**config.mk**
```make
export PLATFORM = sky130hd
export DESIGN_NAME = ljp_position
export DESIGN_NICKNAME = d
export VERILOG_FILES = /design/src/hdl/ljp_pkg.sv /design/src/hdl/ljp_position.sv
export SDC_FILE = /design/constraint.sdc
export NUM_CORES = 1
export LEC_CHECK = 0
export BUFFER_PORTS_ARGS = -buffer_cell sky130_fd_sc_hd__buf_4
export CORE_ASPECT_RATIO = 1.4
export CORE_MARGIN = 2
export CORE_UTILIZATION = 39
export CTS_CLUSTER_DIAMETER = 30
export DETAILED_ROUTE_END_ITERATION = 7
export GPL_TIMING_DRIVEN = 0
export PLACE_DENSITY = 0.57
export SYNTH_ARGS = -nofsm -noshare
export SYNTH_HDL_FRONTEND = slang
export SYNTH_SLANG_ARGS = --single-unit
```
**constraint.sdc**
```tcl
create_clock -name clk -period 8.78 [get_ports clk]
set_input_delay 1.756 -clock clk [delete_from_list [all_inputs] [get_ports clk]]
set_output_delay 1.756 -clock clk [all_outputs]
set_load 0.05 [all_outputs]
```
**src/hdl/ljp_pkg.sv**
```systemverilog
// Shared types, register codes and helpers for the lossless JPEG predictor row core.
package ljp_pkg;

  localparam int SAMPLE_W     = 16;
  localparam int PREC_W       = 5;
  localparam int SEL_W        = 3;
  localparam int LWIDTH_W     = 13;
  localparam int COMP_W       = 3;
  localparam int CFG_INDEX_W  = 2;
  localparam int CFG_DATA_W   = 16;

  typedef logic [SAMPLE_W-1:0]        sample_t;
  typedef logic signed [SAMPLE_W-1:0] diff_t;

  // Configuration register indexes
  typedef enum logic [CFG_INDEX_W-1:0] {
    REG_PRECISION        = 2'd0,
    REG_PREDICTOR_SELECT = 2'd1,
    REG_LINE_WIDTH       = 2'd2,
    REG_COMPONENTS       = 2'd3
  } cfg_reg_t;

  // Lossless predictor numbers
  typedef enum logic [SEL_W-1:0] {
    PRED_NONE      = 3'd0,
    PRED_LEFT      = 3'd1,
    PRED_UP        = 3'd2,
    PRED_UPLEFT    = 3'd3,
    PRED_PLANE     = 3'd4,
    PRED_LEFT_GRAD = 3'd5,
    PRED_UP_GRAD   = 3'd6,
    PRED_AVERAGE   = 3'd7
  } pred_sel_t;

  localparam logic [PREC_W-1:0]   PRECISION_RESET = 5'd16;
  localparam logic [SEL_W-1:0]    SELECT_RESET    = 3'd1;
  localparam logic [LWIDTH_W-1:0] LWIDTH_RESET    = 13'd4096;
  localparam logic [COMP_W-1:0]   COMP_RESET      = 3'd1;
  localparam sample_t             COLPRED_RESET   = 16'h8000;

  // Position flags handed from the position tracker to the sample datapath
  typedef struct packed {
    logic col0;
    logic first_row;
    logic start_frame;
    logic row_end;
  } pos_t;

  function automatic sample_t half_range(input logic [PREC_W-1:0] prec);
    logic [SAMPLE_W:0] one_hot;
    one_hot = '0;
    if (prec == '0 || prec > 5'd16) begin
      return '0;
    end
    one_hot = (SAMPLE_W+1)'(1) << (prec - 5'd1);
    return one_hot[SAMPLE_W-1:0];
  endfunction

endpackage

```
**src/hdl/ljp_position.sv**
```systemverilog
// Column, component and first-row tracking plus line store address generation.
module ljp_position #(
  parameter int MAX_WIDTH      = 4096,
  parameter int MAX_COMPONENTS = 4,
  parameter int COL_W          = 12,
  parameter int CW             = 2
) (
  input  logic                           clk,
  input  logic                           rst,
  input  logic                           advance,
  input  logic                           start_frame,
  input  logic [ljp_pkg::LWIDTH_W-1:0]   line_width,
  input  logic [ljp_pkg::COMP_W-1:0]     components,
  output logic [COL_W-1:0]               col_sel,
  output logic [CW-1:0]                  comp_sel,
  output ljp_pkg::pos_t                  pos
);
  import ljp_pkg::*;

  logic [COL_W-1:0]  col;
  logic [CW-1:0]     comp;
  logic              first_row;

  logic [16:0]       lw_ext;
  logic [16:0]       w_eff;
  logic [COL_W-1:0]  wm1;
  logic [COMP_W-1:0] n_eff;
  logic [CW-1:0]     nm1;
  logic [COL_W-1:0]  col_eff;
  logic [CW-1:0]     comp_eff;
  logic              fr_eff;
  logic              last_comp;
  logic              last_col;

  always_comb begin
    lw_ext = 17'(line_width);
    if (line_width == '0) begin
      w_eff = 17'd1;
    end else if (lw_ext > 17'(MAX_WIDTH)) begin
      w_eff = 17'(MAX_WIDTH);
    end else begin
      w_eff = lw_ext;
    end
    wm1 = COL_W'(w_eff - 17'd1);

    if (components == '0) begin
      n_eff = 3'd1;
    end else if (components > COMP_W'(MAX_COMPONENTS)) begin
      n_eff = COMP_W'(MAX_COMPONENTS);
    end else begin
      n_eff = components;
    end
    nm1 = CW'(n_eff - 3'd1);

    // A new frame restarts the position before this item is placed
    col_eff  = start_frame ? '0 : col;
    comp_eff = start_frame ? '0 : comp;
    fr_eff   = start_frame ? 1'b1 : first_row;

    col_sel  = (col_eff > wm1) ? wm1 : col_eff;
    comp_sel = (comp_eff > nm1) ? nm1 : comp_eff;

    last_comp = (comp_sel == nm1);
    last_col  = (col_sel == wm1);

    pos.col0        = (col_sel == '0);
    pos.first_row   = fr_eff;
    pos.start_frame = start_frame;
    pos.row_end     = last_comp && last_col;
  end

  always_ff @(posedge clk) begin
    if (rst) begin
      col       <= '0;
      comp      <= '0;
      first_row <= 1'b1;
    end else if (advance) begin
      if (last_comp) begin
        comp <= '0;
        if (last_col) begin
          col       <= '0;
          first_row <= 1'b0;
        end else begin
          col       <= col_sel + COL_W'(1);
          first_row <= fr_eff;
        end
      end else begin
        comp      <= comp_sel + CW'(1);
        col       <= col_sel;
        first_row <= fr_eff;
      end
    end
  end

endmodule

```
==> results.json <==
{
  "cts_max_level": 1,
  "globalRouteOverflowTotal": 0,
  "hold_viol_final": 0,
  "hpwlAfterDp_mm": 5.62,
  "core-area_um2": 5860,
  "initial_core_util_pct": 40.1,
  "syn_area_um2": 2350,
  "grt_util_all_layers_pct": 21.0,
  "grt-busiest-layer": "met2",
  "drcViolationCount": 0,
  "routed_wl_mm": 6.96,
  "drtAntennaViolNets": 0,
  "fin_skew_ns": 0.00370,
  "finalPower_uw": 207,
  "tightest_slew_ns": 0.805,
  "antenna_found_initial": 0,
  "worst_skew_pair.late_latency_ns": 0.25,
  "postSynthAreaPerCell_um2": 7.49,
  "crit_type": "primary input to output pin",
  "cts.path.max_buffers": 2,
  "synthFlopType": "dfxtp_1",
  "yosysWarnings": 0,
  "die_h_um": 95.9,
  "netlist_instances": 314,
  "cts.sinks": 15,
  "finalSetupViolations": 0,
  "leakage_nw": 1.21,
  "rows": 33,
  "fmax_mhz": 117,
  "grt_pass1_wl_mm": 11.5,
  "ctsRootBufferMaster": "clkbuf_8",
  "vias_per_cell": 5.95,
  "critPathArrivalTime_ns": 6.78,
  "final_layout_size_suffix_gt1_share_pct": 20.7,
  "cp_data_required_time_ns": 7.02,
  "hold_class": "flop to flop",
  "place_area_um2": 2690,
  "numCtsBuffers": 3,
  "worst_setup_path_end_kind": "output pin",
  "cp_cell_sequence": "buf_4, or4_4, buf_4, or3_1, a21oi_2, inv_1, ha_1, clkbuf_2, nor2b_1, a21oi_1, a21oi_1, ha_1, nand2_1, or3_4, nand2_4, buf_12, mux2i_4, inv_2, ha_1, inv_1, nor2_1, and4_1, buf_4",
  "cts_tree": "done",
  "synth.distinct_cells": 61,
  "ys_seq_area_share_pct": 12.8,
  "slew-limit-headroom_pct": 46.3,
  "slowest_stage": "or4_4",
  "routed-via-count": 2516,
  "worst-path-max-fanout": 10,
  "grt.met1_usage_pct": 24.6,
  "wl_per_cell_um": 16.5,
  "syn_nets": 351,
  "worstSetupStartpointType": "primary input",
  "grt_use_met3_pct": 1.47,
  "stdcell_area_um2": 2800,
  "fin_crit_sh_pct": 97.2,
  "gp_congestion": 0.928,
  "post-route-min-period_ns": 8.54,
  "path_clk_slew_ns": 0.07,
  "synth_edf_count": 0,
  "first_global_vias": 2362,
  "syn_to_final_growth_pct": 19.2,
  "status": "completed",
  "critical_path.top_delay_family": "simple AND/OR/NAND/NOR gates",
  "slew_violations": 0,
  "ir_worst_vdd_mv": 0.0678,
  "critPathBufInv": 8,
  "portBuffers": 34,
  "drt_iter0_drc": 100,
  "powerDensity_nw_per_um2": 73.8,
  "cap_violations": 0,
  "grt_use_met2_pct": 38.8,
  "worst_path_largest_cell_delay_ns": 0.54,
  "dieArea_um2": 6670,
  "async_flop_share_pct": 0,
  "grt_max_degree": 11,
  "rsz0062_at_grt": "no",
  "ios": 38,
  "ys_ff_latch": 15,
  "die_w_um": 69.6,
  "antenna_cells": 0,
  "first_pass_iters": 4,
  "nNetsFinal": 391
}
==> power breakdown <==
| part | internal (mW) | switching [mW] |
|---|---|---|
| sequential | 0.0693 | 0.000660 |
| clock | 0.0315 | 0.0268 |
| combinational | 0.0305 | 0.0479 |
| total | 0.131 | 0.0753 |
==> layout make-up <==
cell class | count | area, um2
fill | 642 | 3060
multi-input combinational | 258 | 1910
sequential | 15 | 300
timing repair buffer | 35 | 263
buffer | 18 | 106
tap | 70 | 87.6
inverter | 23 | 86.3
clock buffer | 3 | 41.3
clock inverter | 1 | 5.00
==> flip-flops by register name, indices dropped and copies added, names as in the netlist <==
name and count:
comp 2, col 12, first_row 1
==> metal layers <==
layer,wire length [um],vias up,part of all wire (%)
met5,0,-,0
met4,277,0,4.0
met3,227,23,3.3
met2,3450,76,50
met1,3010,1182,43
li1,-,1235,-
==> metrics by stage <==
| stage | setup TNS [ns] | utilization, % | cells | hold WS, ns | setup slack [ns] |
|---|---|---|---|---|---|
| 3_3_place_gp | -0.255 | 45.9 | 418 | 0.446 | -0.255 |
| 6_report | 0 | 47.8 | 423 | 0.462 | 0.242 |
| 3_5_place_dp | -0.290 | 45.9 | 418 | 0.447 | -0.290 |
| 5_1_grt | 0 | 47.8 | 423 | 0.483 | 0.0601 |
| 2_1_floorplan | 0 | - | 314 | 0.434 | 0.0226 |
| 4_1_cts | 0 | 47.0 | 422 | 0.464 | 0.0678 |
==> path summary, 6_finish.rpt <==
check	to	cells past startpoint	slack, ns	from
setup / recovery	pos[3]	23	0.24	line_width[5]
hold / removal	col[6]	1	0.46	col[6]
setup reg to reg	col[10]	16	4.73	col[10]
hold reg to reg	col[6]	1	0.46	col[6]
==> logic make-up (layout without fill, tap and decap cells) <==
kind of cell             after synthesis  after routing  share of synthesized area (%)
buffers and inverters                 41             80                           8.14
XOR/XNOR                              23             23                           8.57
AO/OA/AOI/OAI                         87             87                           26.4
AND/OR/NAND/NOR                      121            121                           30.2
adder cells (fa/ha/maj)               17             17                           9.05
multiplexers                          10             10                           4.84
flip-flops                            15             15                           12.8
==> cell usage after synthesis (3+ instances only) <==
library cell	number	area (um2)
xor2_1	6	52.6
nor4b_1	4	35.0
buf_4	5	37.5
mux2i_1	8	80.1
nand2b_1	18	113
or3_1	7	43.8
dfxtp_1	15	300
o21ai_1	20	100
nand4_1	5	31.3
nor2b_1	10	62.6
nand3_1	7	35.0
o21ai_0	6	30.0
nor2_1	17	63.8
clkbuf_1	9	33.8
a22o_1	10	87.6
o21bai_1	4	30.0
inv_1	22	82.6
nor3_1	16	80.1
ha_1	17	213
nor4_1	8	50.1
xnor2_1	17	149
a21oi_1	16	80.1
nand2_1	12	45.0
or4_1	3	22.5
a21o_1	5	37.5
==> placed cells by master (no fill, tap or decap), types with 10 or more instances in the layout <==
cell,n
a21oi_1,14
a22o_1,10
nand2b_1,18
o21ai_1,19
nor2_1,17
ha_1,17
buf_4,40
nor3_1,15
inv_1,22
dfxtp_1,15
nor2b_1,10
xnor2_1,16
nand2_1,12
==> what timing repair did <==
action / 4_1_cts / 5_1_grt
setup endpoints to repair: 1 / 1
hold buffers: 0 / 0
pin swaps: 0 / 1
setup buffers: 0 / 1
resized for setup: 3 / 7
(Power assumes the default switching activity.)
