### src/hdl/ljp_pkg.sv
// Shared types, register codes and helpers for the lossless JPEG predictor row core.
package ljp_pkg;

  localparam int SAMPLE_W     = 16;
  localparam int PREC_W       = 5;
  localparam int SEL_W        = 3;
  localparam int LWIDTH_W     = 13;
  localparam int COMP_W       = 3;
  localparam int CFG_INDEX_W  = 2;
  localparam int CFG_DATA_W   = 16;

  typedef logic [SAMPLE_W-1:0]        sample_t;
  typedef logic signed [SAMPLE_W-1:0] diff_t;

  // Configuration register indexes
  typedef enum logic [CFG_INDEX_W-1:0] {
    REG_PRECISION        = 2'd0,
    REG_PREDICTOR_SELECT = 2'd1,
    REG_LINE_WIDTH       = 2'd2,
    REG_COMPONENTS       = 2'd3
  } cfg_reg_t;

  // Lossless predictor numbers
  typedef enum logic [SEL_W-1:0] {
    PRED_NONE      = 3'd0,
    PRED_LEFT      = 3'd1,
    PRED_UP        = 3'd2,
    PRED_UPLEFT    = 3'd3,
    PRED_PLANE     = 3'd4,
    PRED_LEFT_GRAD = 3'd5,
    PRED_UP_GRAD   = 3'd6,
    PRED_AVERAGE   = 3'd7
  } pred_sel_t;

  localparam logic [PREC_W-1:0]   PRECISION_RESET = 5'd16;
  localparam logic [SEL_W-1:0]    SELECT_RESET    = 3'd1;
  localparam logic [LWIDTH_W-1:0] LWIDTH_RESET    = 13'd4096;
  localparam logic [COMP_W-1:0]   COMP_RESET      = 3'd1;
  localparam sample_t             COLPRED_RESET   = 16'h8000;

  // Position flags handed from the position tracker to the sample datapath
  typedef struct packed {
    logic col0;
    logic first_row;
    logic start_frame;
    logic row_end;
  } pos_t;

  function automatic sample_t half_range(input logic [PREC_W-1:0] prec);
    logic [SAMPLE_W:0] one_hot;
    one_hot = '0;
    if (prec == '0 || prec > 5'd16) begin
      return '0;
    end
    one_hot = (SAMPLE_W+1)'(1) << (prec - 5'd1);
    return one_hot[SAMPLE_W-1:0];
  endfunction

endpackage

### src/hdl/ljp_predict.sv
// Predictor selection and sample reconstruction with precision check.
module ljp_predict (
  input  ljp_pkg::sample_t                left,
  input  ljp_pkg::sample_t                up,
  input  ljp_pkg::sample_t                upper_left,
  input  ljp_pkg::sample_t                col_pred,
  input  logic                            col0,
  input  logic                            first_row,
  input  logic [ljp_pkg::SEL_W-1:0]       predictor_select,
  input  logic [ljp_pkg::PREC_W-1:0]      precision,
  input  ljp_pkg::diff_t                  difference,
  output ljp_pkg::sample_t                sample,
  output logic                            data_error
);
  import ljp_pkg::*;

  logic signed [17:0] s_l;
  logic signed [17:0] s_u;
  logic signed [17:0] s_ul;
  logic signed [17:0] grad_u;
  logic signed [17:0] grad_l;
  logic signed [17:0] pred;
  logic signed [17:0] sum;

  always_comb begin
    s_l    = 18'(left);
    s_u    = 18'(up);
    s_ul   = 18'(upper_left);
    grad_u = s_u - s_ul;
    grad_l = s_l - s_ul;

    if (col0) begin
      pred = 18'(col_pred);
    end else if (first_row) begin
      pred = s_l;
    end else begin
      unique case (pred_sel_t'(predictor_select))
        PRED_NONE:      pred = '0;
        PRED_LEFT:      pred = s_l;
        PRED_UP:        pred = s_u;
        PRED_UPLEFT:    pred = s_ul;
        PRED_PLANE:     pred = s_l + s_u - s_ul;
        PRED_LEFT_GRAD: pred = s_l + (grad_u >>> 1);
        PRED_UP_GRAD:   pred = s_u + (grad_l >>> 1);
        PRED_AVERAGE:   pred = (s_l + s_u) >>> 1;
      endcase
    end

    sum        = pred + 18'(difference);
    sample     = sum[SAMPLE_W-1:0];
    data_error = (precision < 5'd16) && ((sample >> precision) != '0);
  end

endmodule

### config.mk
export PLATFORM = sky130hd
export DESIGN_NAME = ljp_predict
export DESIGN_NICKNAME = d
export VERILOG_FILES = /design/src/hdl/ljp_pkg.sv /design/src/hdl/ljp_predict.sv
export SDC_FILE = /design/constraint.sdc
export NUM_CORES = 1
export LEC_CHECK = 0
export ABC_AREA = 1
export CAP_MARGIN = 0
export CORE_ASPECT_RATIO = 1.2
export CORE_UTILIZATION = 62
export DETAILED_ROUTE_END_ITERATION = 6
export DONT_BUFFER_PORTS = 1
export GPL_ROUTABILITY_DRIVEN = 0
export GPL_TIMING_DRIVEN = 1
export PLACE_DENSITY = 0.81
export SETUP_SLACK_MARGIN = 0.2
export SYNTH_ARGS = -nofsm -noshare
export SYNTH_HDL_FRONTEND = slang
export SYNTH_SLANG_ARGS = --single-unit
### constraint.sdc
create_clock -name vclk -period 5.8
set_input_delay 0.58 -clock vclk [all_inputs]
set_output_delay 0.58 -clock vclk [all_outputs]
set_load 0.02 [all_outputs]
==> flow_metrics.py <==
metrics = {
    "outcome": {
        "outcome": "finished with violations",
        "violated_checks": "DRC, setup timing",
    },
    "logic_synthesis": {
        "synth_compound_gate_area_share": 0.259,
        "post_synth_top_area_share": 0.215,
        "synth_top_family_by_area": "simple AND/OR/NAND/NOR gates",
        "synth_xor_xnor_area_share": 0.0839,
        "yosys-mux-area-fraction": 0.00155,
        "netlist_top_cells_area": "sky130_fd_sc_hd__ha_1, sky130_fd_sc_hd__nand2_1, sky130_fd_sc_hd__a21oi_1, sky130_fd_sc_hd__inv_1, sky130_fd_sc_hd__xor2_1",
        "yosys.area_share.adder": 0.236,
        "avgSynthCellArea_um2": 5.70,
        "yosysTopAreaCell": "sky130_fd_sc_hd__ha_1",
        "synth_commonest_cells": "sky130_fd_sc_hd__nand2_1, sky130_fd_sc_hd__inv_1, sky130_fd_sc_hd__a21oi_1, sky130_fd_sc_hd__ha_1, sky130_fd_sc_hd__nor2_1",
        "synth-seq-area-share": 0,
        "synth-simple-area-share": 0.308,
        "number_of_nets_produced_by_synthesis": 1344,
        "netlist_instances": 1136,
        "synth.yosys.warnings": 0,
        "yosys.cell_types.count": 49,
        "synth_area_mm2": 0.00647,
        "yosys.cell_count.top_type": "sky130_fd_sc_hd__nand2_1",
    },
    "finish": {
        "layout.cell_area.non_filler_mm2": 0.00855,
        "num-nets-final": 1531,
        "final-seq-area_um2": 0,
        "nFlopsAndLatches": 0,
        "final_core_utilization": 0.850,
        "layout.cells.non_filler": 1448,
        "areaGrowthSynthToFinish_pct": 32.0,
        "drive_gt1_frac": 0.238,
        "fillCellCount": 606,
        "clockBufferCount": 0,
    },
    "hold_path": {
        "whs_path_depth": 1,
        "hold_path_class": "in2out",
        "holdCritStartpoint": "precision[4]",
        "holdPathEnd": "data_error",
    },
    "critical_path": {
        "cpPeakStageDelay_ns": 0.31,
        "cp.arrival_ns": 6.14,
        "critical-path-top-delay-family": "compound AO/OA/AOI/OAI gates",
        "cp_slowest_cell": "sky130_fd_sc_hd__ha_4",
        "critical_path.max_fanout": 3,
        "timing_worst_setup_path_type": "in2out",
        "worst_path_most_repeated_cell": "sky130_fd_sc_hd__a21oi_1",
        "worst_setup_path_start_kind": "input port",
        "worst_path_buffer_plus_inverter_count": 6,
        "critical_path_required_ns": 5.22,
        "setup.worst_path.end_class": "output port",
    },
    "grt": {
        "grt_remaining_overflow": 0,
        "grt_pass1_wl_um": 35100,
        "number_of_antenna_violations_at_the_first_check_in_global_routing": 1,
        "largest_net_degree_at_the_start_of_global_routing": 19,
        "grt_util_all_layers": 0.406,
        "grt_pass1_vias": 8017,
    },
    "floorplanning": {
        "die_area_mm2": 0.0109,
        "floorplan.rows": 40,
        "core_footprint_mm2": 0.0101,
        "die_outline_height_um": 114,
        "initial_core_util": 0.644,
        "fp.dieW_um": 95.3,
        "ios": 107,
    },
    "place": {
        "place.detailed.instances": 1426,
        "detailedPlacementHpwl_um": 18500,
        "cell_area_after_placement_mm2": 0.00800,
        "numPortBuffers": 0,
    },
    "timing": {
        "layout_setup_ws_ns": -0.919,
        "min_period_ns": 6.72,
        "tightest_slew_ns": 0.667,
        "finalSetupViolations": 3,
        "relSlewSlack": 0.555,
        "grt_setup_unrepaired": "yes",
        "slew_violations": 0,
        "final-hold-violation-count": 0,
        "timing.fmax_mhz": 149,
        "fin_crit_sh": 1.16,
    },
    "job": {
        "drv_cap": 0,
    },
    "routing": {
        "firstDrtPassIters": 7,
        "drt_total_wl_um": 24800,
        "detail_route.vias_per_cell": 6.16,
        "drt.antenna.violating_nets": 0,
        "drt-wirelength-per-cell_um": 17.1,
        "drc": 1,
        "detail_route.iter0.violations": 880,
        "detailroute.via_count": 8917,
    },
    "power_and_ir_drop": {
        "cellLeakagePower_nw": 4.66,
        "power.ir.vdd_worst_v": 0.000105,
        "report.power.total_mw": 1.71,
        "power_density_mw_per_mm2": 200,
    },
    "clock_network": {
        "hold_buffers": 0,
    },
}
## what timing repair did
action                     CTS  global route
setup endpoints to repair    4             9
buffers inserted            14             7
pin swaps                   19            44
resized for setup           20            80
## layout by cell type (no fill, tap or decap), types with 3 or more instances in the layout
master | Yosys | routed
sky130_fd_sc_hd__nand2_1 | 275 | 263
sky130_fd_sc_hd__buf_4 | 0 | 197
sky130_fd_sc_hd__inv_1 | 169 | 160
sky130_fd_sc_hd__a21oi_1 | 148 | 128
sky130_fd_sc_hd__ha_1 | 111 | 101
sky130_fd_sc_hd__nor2_1 | 82 | 81
sky130_fd_sc_hd__nand3_1 | 62 | 57
sky130_fd_sc_hd__o21ai_0 | 59 | 41
sky130_fd_sc_hd__xor2_1 | 39 | 35
sky130_fd_sc_hd__xnor2_1 | 23 | 22
sky130_fd_sc_hd__a21oi_2 | 1 | 21
sky130_fd_sc_hd__nand2_2 | 8 | 19
sky130_fd_sc_hd__o21ai_1 | 6 | 16
sky130_fd_sc_hd__nor3_1 | 16 | 12
sky130_fd_sc_hd__a221oi_1 | 11 | 11
sky130_fd_sc_hd__o21bai_1 | 13 | 10
sky130_fd_sc_hd__nand3_2 | 6 | 10
sky130_fd_sc_hd__ha_4 | 0 | 10
sky130_fd_sc_hd__inv_2 | 2 | 9
sky130_fd_sc_hd__o21ai_2 | 2 | 9
sky130_fd_sc_hd__a31oi_1 | 12 | 9
sky130_fd_sc_hd__or2_2 | 9 | 8
sky130_fd_sc_hd__a21o_1 | 7 | 7
sky130_fd_sc_hd__fa_1 | 7 | 6
sky130_fd_sc_hd__nand4_1 | 5 | 5
sky130_fd_sc_hd__o2111ai_1 | 6 | 5
sky130_fd_sc_hd__clkinv_1 | 4 | 4
sky130_fd_sc_hd__o211ai_1 | 4 | 4
sky130_fd_sc_hd__xor2_2 | 0 | 4
sky130_fd_sc_hd__o21bai_2 | 0 | 3
sky130_fd_sc_hd__nor3_2 | 1 | 3
sky130_fd_sc_hd__o22ai_1 | 3 | 3
sky130_fd_sc_hd__a211oi_1 | 3 | 3
sky130_fd_sc_hd__a22oi_1 | 3 | 3
sky130_fd_sc_hd__o21a_1 | 3 | 3
sky130_fd_sc_hd__buf_6 | 0 | 3
## how the worst max path moves through the flow
stage                  startpoint         end  slack [ns]  depth (start not counted)
global placement    upper_left[2]  data_error       -0.52                         41
finish              upper_left[2]  data_error       -0.92                         41
global route        upper_left[2]  data_error       -1.35                         42
detailed placement  upper_left[2]  data_error       -0.65                         39
floorplan           upper_left[2]  data_error       -0.09                         43
CTS                 upper_left[2]  data_error       -0.49                         40
## cell families after synthesis
family,Yosys count
buffers and inverters,190
and+or+nand+nor,473
AOI/OAI and AO/OA,292
adders and majority gates,118
muxes,1
xor gates and xnor gates,62
## power breakdown
group / internal [mW] / switching, mW / leakage (nW)
registers: 0 / 0 / 0
clock network: 0.0000000231 / 0 / 0.00000634
logic: 0.769 / 0.937 / 4.66
total: 0.769 / 0.937 / 4.66
## final cells by class
type / instances / area, um^2 / area share
well taps: 126 / 158 / 0.0184
diodes: 1 / 2.50 / 0.000293
repair buffers: 200 / 1510 / 0.177
multi-input cells: 946 / 6210 / 0.727
inverters: 175 / 663 / 0.0776
## stage by stage
stage	TNS, ns	setup WS (ns)	hold slack (ns)
after CTS	-0.515	-0.488	1.20
after floorplan	-0.0923	-0.0923	1.21
after global routing	-2.82	-1.35	1.21
after global placement	-0.618	-0.516	1.21
after detailed placement	-0.881	-0.651	1.21
final	-1.56	-0.919	1.21
## routing by layer
layer / vias to the layer above / track usage / wire length [um]
met5: - / 0 / 0
met4: 0 / 0.241 / 1910
met3: 182 / 0.0493 / 2370
met2: 583 / 0.717 / 11900
met1: 3949 / 0.456 / 8640
li1: 4203 / - / -
(Power assumes the default switching activity.)
